--- config.mk ---
export PLATFORM = sky130hd
export DESIGN_NAME = vaq_iter_stage
export DESIGN_NICKNAME = d
export VERILOG_FILES = /design/src/vaq_pkg.sv /design/src/vaq_iter_stage.sv
export SDC_FILE = /design/constraint.sdc
export NUM_CORES = 2
export LEC_CHECK = 0
export BUFFER_PORTS_ARGS = -buffer_cell sky130_fd_sc_hd__clkbuf_2
export CAP_MARGIN = 15
export CORE_AREA = 2 2 574 576
export CTS_BUF_LIST = sky130_fd_sc_hd__clkbuf_4 sky130_fd_sc_hd__clkbuf_8
export CTS_CLUSTER_SIZE = 25
export DETAILED_ROUTE_END_ITERATION = 10
export DIE_AREA = 0 0 576 578
export GPL_TIMING_DRIVEN = 0
export PLACE_DENSITY_LB_ADDON = 0.08
export SYNTH_ARGS = -nofsm -noshare
export SYNTH_HDL_FRONTEND = slang
export SYNTH_SLANG_ARGS = --single-unit
--- constraint.sdc ---
create_clock -name clk -period 0.8 [get_ports clk]
set_input_delay 0 -clock clk [delete_from_list [all_inputs] [get_ports clk]]
set_output_delay 0 -clock clk [all_outputs]
set_load 0.005 [all_outputs]
--- src/vaq_pkg.sv ---
// vaq_pkg: shared types and constants of the vertex attribute quantizer
// holds vertex/result payload structs, pipeline stage struct, register indexes
// no dependencies
`timescale 1ns / 1ps
package vaq_pkg;

	localparam int NUM_REGS = 6;
	localparam int CFG_IDX_W = 3;

	localparam logic [CFG_IDX_W-1:0] REG_MIN_X = 3'd0;
	localparam logic [CFG_IDX_W-1:0] REG_MIN_Y = 3'd1;
	localparam logic [CFG_IDX_W-1:0] REG_MIN_Z = 3'd2;
	localparam logic [CFG_IDX_W-1:0] REG_MAX_X = 3'd3;
	localparam logic [CFG_IDX_W-1:0] REG_MAX_Y = 3'd4;
	localparam logic [CFG_IDX_W-1:0] REG_MAX_Z = 3'd5;

	// number of iteration stages, one quotient bit each
	localparam int ITER_STAGES = 16;

	typedef struct packed {
		logic signed [31:0] pos_x;
		logic signed [31:0] pos_y;
		logic signed [31:0] pos_z;
		logic signed [15:0] norm_x;
		logic signed [15:0] norm_y;
		logic signed [15:0] norm_z;
		logic signed [31:0] tex_u;
		logic signed [31:0] tex_v;
	} vtx_in_t;

	typedef struct packed {
		logic [15:0]        qpos_x;
		logic [15:0]        qpos_y;
		logic [15:0]        qpos_z;
		logic signed [15:0] qnorm_x;
		logic signed [15:0] qnorm_y;
		logic [15:0]        qtex_u;
		logic [15:0]        qtex_v;
	} vtx_out_t;

	// position axis divider state
	typedef struct packed {
		logic        zero;
		logic        sat;
		logic [32:0] rem;
		logic [32:0] ext;
		logic [15:0] nlo;
		logic [15:0] quo;
	} axis_t;

	// normal component divide-by-root state
	typedef struct packed {
		logic        neg;
		logic [61:0] a2;
		logic [61:0] acc_s;
		logic [47:0] acc_p;
		logic [15:0] quo;
	} nrm_t;

	typedef struct packed {
		logic            vld;
		axis_t [2:0]     ax;
		nrm_t  [1:0]     nm;
		logic [31:0]     len2;
		logic            nzero;
		logic [15:0]     tex_u;
		logic [15:0]     tex_v;
	} stage_t;

endpackage

--- src/vaq_iter_stage.sv ---
// vaq_iter_stage: one registered iteration step, one quotient bit per unit
// restoring divide for three position axes, root compare for two normal parts
// depends on vaq_pkg
`timescale 1ns / 1ps
module vaq_iter_stage #(
	parameter int BIT = 15
) (
	input  logic            clk,
	input  logic            arst_n,
	input  vaq_pkg::stage_t din,
	output vaq_pkg::stage_t dout
);
	import vaq_pkg::*;

	stage_t nxt;

	always_comb begin
		logic [33:0] r2;
		logic [33:0] sub;
		logic [65:0] cand;
		nxt = din;
		for (int i = 0; i < 3; i++) begin
			r2  = {din.ax[i].rem, din.ax[i].nlo[15]};
			sub = r2 - {1'b0, din.ax[i].ext};
			nxt.ax[i].nlo = {din.ax[i].nlo[14:0], 1'b0};
			if (r2 >= {1'b0, din.ax[i].ext}) begin
				nxt.ax[i].rem      = sub[32:0];
				nxt.ax[i].quo[BIT] = 1'b1;
			end else begin
				nxt.ax[i].rem = r2[32:0];
			end
		end
		for (int j = 0; j < 2; j++) begin
			// (q + 2^b)^2 * len2 built from running q*len2 and q^2*len2
			cand = 66'(din.nm[j].acc_s) + (66'(din.nm[j].acc_p) << (BIT + 1))
				+ (66'(din.len2) << (2 * BIT));
			if (cand <= 66'(din.nm[j].a2)) begin
				nxt.nm[j].acc_s    = cand[61:0];
				nxt.nm[j].acc_p    = din.nm[j].acc_p + (48'(din.len2) << BIT);
				nxt.nm[j].quo[BIT] = 1'b1;
			end
		end
	end

	always_ff @(posedge clk or negedge arst_n) begin
		if (!arst_n) begin
			dout <= '0;
		end else begin
			dout <= nxt;
		end
	end

endmodule

==> impl_metrics.tcl <==
set metrics [dict create \
    layout_min_cycle_time_ps 5273 \
    pwr-share-seq_pct 28.1 \
    grt_usage_pct 15.13 \
    hold_viol 403 \
    place.detailed.hpwl_mm 205.2 \
    period_share_pct 659.2 \
    slowest_stage "dlygate4sd3_1" \
    timing.fmax_ghz 0.1896 \
    clk_pin_slew_ps 60 \
    crit_fanout 6 \
    ir_drop_mv 1.120 \
    drt-total-wl_mm 260.7 \
    ys_ff_latch 741 \
    ys.flop_type "dfrtp_1" \
    synth_cell_types 91 \
    grt-ovfl-total 0 \
    tightestPinTransition_ps 865.5 \
    dr.first_iter.drc_count 1263 \
    p_per_area_nw_per_um2 2006 \
    worst-setup-path-type "in2reg" \
    cp_data_arrival_time_ps 6060 \
    maxCapViolCount 0 \
    die_x_um 576 \
    reg_top3 "dout (741)" \
    fin_nets 8013 \
    grt_max_degree 97 \
    start_util_pct 12.24 \
    cpPeakStageDelay_ps 620 \
    numCtsBuffers 176 \
    antenna_found_initial 114 \
    detail_route.vias_per_cell 3.588 \
    htreeDepth 4 \
    whs_ps -974.4 \
    avgSynthCellArea_um2 11.11 \
    syn_area_um2 39950 \
    area_growth_pct 89.68 \
    maxSlewViolCount 0 \
    switchingPower_mw 53.20 \
    hold_class "in2async" \
    combPwrFrac_pct 37.5 \
    grt_pass1_wl_mm 351.4 \
    die-area_um2 332900 \
    root_buffer "clkbuf_8" \
    critPathLaunchType "input pin" \
    rows 210 \
    via_count 40550 \
    drive_above_1_share_pct 35.92 \
    wl_per_cell_um 23.06 \
    async_reset_ff_share_pct 100.0 \
    ios 1490 \
    drtPass1Iterations 5 \
    dp_slack_ps -7970 \
    clock_path_buffers 4 \
    fin_ws_ps -4473 \
    drc_errors 0 \
    synth_edf_count 0 \
    power_mw 152.0 \
    largest-register "dout" \
    switching_share_pct 35.00 \
    rsz0062_at_grt "yes" \
    largest_reg_flops 741 \
    die_y_um 578 \
    port_buffers 1486 \
    failed_checks "hold timing, setup timing" \
    clock-sinks 741 \
    syn_inst 3596 \
    p_int_mw 98.79 \
    power_leakage_nw 35.58 \
    gp_congestion 0.7921 \
    maxSlewHeadroom_pct 41.80 \
    cts_tree "done" \
    clkPwrFrac_pct 34.5 \
    ys_seq_area_share_pct 46.42 \
    required_ps 1590 \
    setup_viol 1226 \
    end_kind "flop" \
    grt_pass1_vias 44277 \
    status "complete, but fails checks" \
    ant_nets 0 \
    yosysWarningCount 0 \
    core_area_um2 326300 \
]
## worst max path at each step
stage | slack, ps | depth (start not counted) | startpoint | to
6_report | -4470 | 25 | din[106] | dout[188]
5_1_grt | -4600 | 25 | din[102] | dout[188]
4_1_cts | -4460 | 33 | din[335] | dout[310]
3_5_place_dp | -7970 | 26 | din[335] | dout[343]
3_3_place_gp | -22000 | 1 | arst_n | dout[183]
2_1_floorplan | -4000 | 25 | din[33] | dout[285]
## cell families after synthesis
| family | Yosys count | synth area share, % |
|---|---|---|
| buffers and inverters | 380 | 3.931 |
| DFF | 741 | 46.42 |
| AOI/OAI and AO/OA | 886 | 14.31 |
| and+or+nand+nor | 726 | 8.858 |
| muxes | 179 | 5.676 |
| adders and majority gates | 478 | 16.31 |
| other | 1 | 0.009388 |
| xor gates and xnor gates | 205 | 4.495 |
## cell usage after synthesis, drive strengths merged (7+ instances only)
library cell,n,area share [%]
buf,32,0.66
o211ai,16,0.30
a221oi,9,0.23
or2,16,0.25
inv,311,2.9
a211o,8,0.18
nor3,50,0.63
or3,8,0.13
mux2i,9,0.23
nand2b,36,0.56
nor2,174,1.6
nand4,48,0.75
clkbuf,36,0.34
a21o,129,2.4
ha,407,13
a41oi,10,0.22
o21a,38,0.71
o311ai,8,0.18
o21ai,177,2.2
nand3,68,0.85
nor4,14,0.26
o31ai,30,0.58
fa,71,3.6
a21boi,13,0.24
nor2b,27,0.42
and2,19,0.30
xor2,71,1.6
a211oi,34,0.64
mux2,170,5.5
nand2,208,2.0
o41ai,8,0.24
a21oi,282,3.5
nor3b,9,0.17
dfrtp,741,46
and3,22,0.36
a2111oi,14,0.34
xnor2,134,2.9
a221o,7,0.18
o21bai,29,0.55
a31oi,25,0.39
and4,12,0.26
## routing by layer
layer  vias up  share of wire (%)  GRT usage, %  wire length, µm
met5         -               0.15             0              378
met4        64                3.4         4.645             8745
met3       402                6.7         4.157            17540
met2      1249                 51         28.00           134000
met1     19584                 38         16.62            99980
li1      19251                  -             -                -
## layout make-up
| cell class | instances | area, µm² |
|---|---|---|
| Antenna cell | 33 | 82.58 |
| Clock inverter | 52 | 643.1 |
| Timing Repair Buffer | 3023 | 23610 |
| Clock buffer | 260 | 3297 |
| Inverter | 312 | 1219 |
| Fill cell | 35936 | 250600 |
| Tap cell | 4346 | 5438 |
| Buffer | 58 | 897.1 |
| Multi-Input combinational cell | 2477 | 22030 |
| Sequential cell | 741 | 18550 |
## through the flow
stage | utilization (%) | setup TNS (ps) | cell area (µm²) | hold slack, ps | cells
floorplan | - | -767220 | 40790 | -295.6 | 3598
global route | 23.20 | -1630340 | 75720 | -1041 | 11282
CTS | 22.85 | -1568870 | 74580 | -1102 | 11188
detailed placement | 16.54 | -1940930 | 53980 | 36.03 | 9444
finish | 23.22 | -1442150 | 75770 | -974.4 | 11302
global placement | 16.44 | - | 53660 | 108.5 | 9430
## critical path, delay by kind of cell
| family | cells | cell delay, ps |
|---|---|---|
| AOI/OAI and AO/OA | 12 | 2590 |
| buffers and inverters | 5 | 1250 |
| adders and majority gates | 3 | 1000 |
| and+or+nand+nor | 3 | 700 |
| muxes | 1 | 300 |
| xor gates and xnor gates | 1 | 170 |
## repair_timing
item,CTS,global route
pin swaps,102,51
hold buffers,1320,55
setup buffers,108,35
resized for setup,407,64
cloned,20,1
endpoints found under the hold margin,1155,449
endpoints found under the setup margin,1108,1254
## placed cells by master (no fill, tap or decap), types with 52 or more instances in the layout
| cell type | n |
|---|---|
| clkbuf_4 | 55 |
| xnor2_1 | 118 |
| clkbuf_2 | 1457 |
| a21o_1 | 127 |
| nor2_1 | 167 |
| mux2_4 | 122 |
| inv_1 | 303 |
| dfrtp_1 | 737 |
| clkbuf_8 | 228 |
| fa_1 | 63 |
| buf_4 | 101 |
| xor2_1 | 68 |
| dlygate4sd3_1 | 1368 |
| nand3_1 | 59 |
| a21oi_1 | 222 |
| nand2_1 | 197 |
| o21ai_0 | 109 |
| o21ai_1 | 52 |
| ha_1 | 357 |
## power groups by stage
stage | clock (mW) | sequential, mW | combinational (mW)
after floorplan | 0 | 43.5 | 22.9
after global placement | 0 | 43.5 | 44.3
after detailed placement | 0 | 43.3 | 44.8
after CTS | 55.5 | 42.7 | 57.1
after global routing | 57.0 | 43.0 | 62.4
final | 52.4 | 42.6 | 56.9
Power figures use the tool's default switching activity.
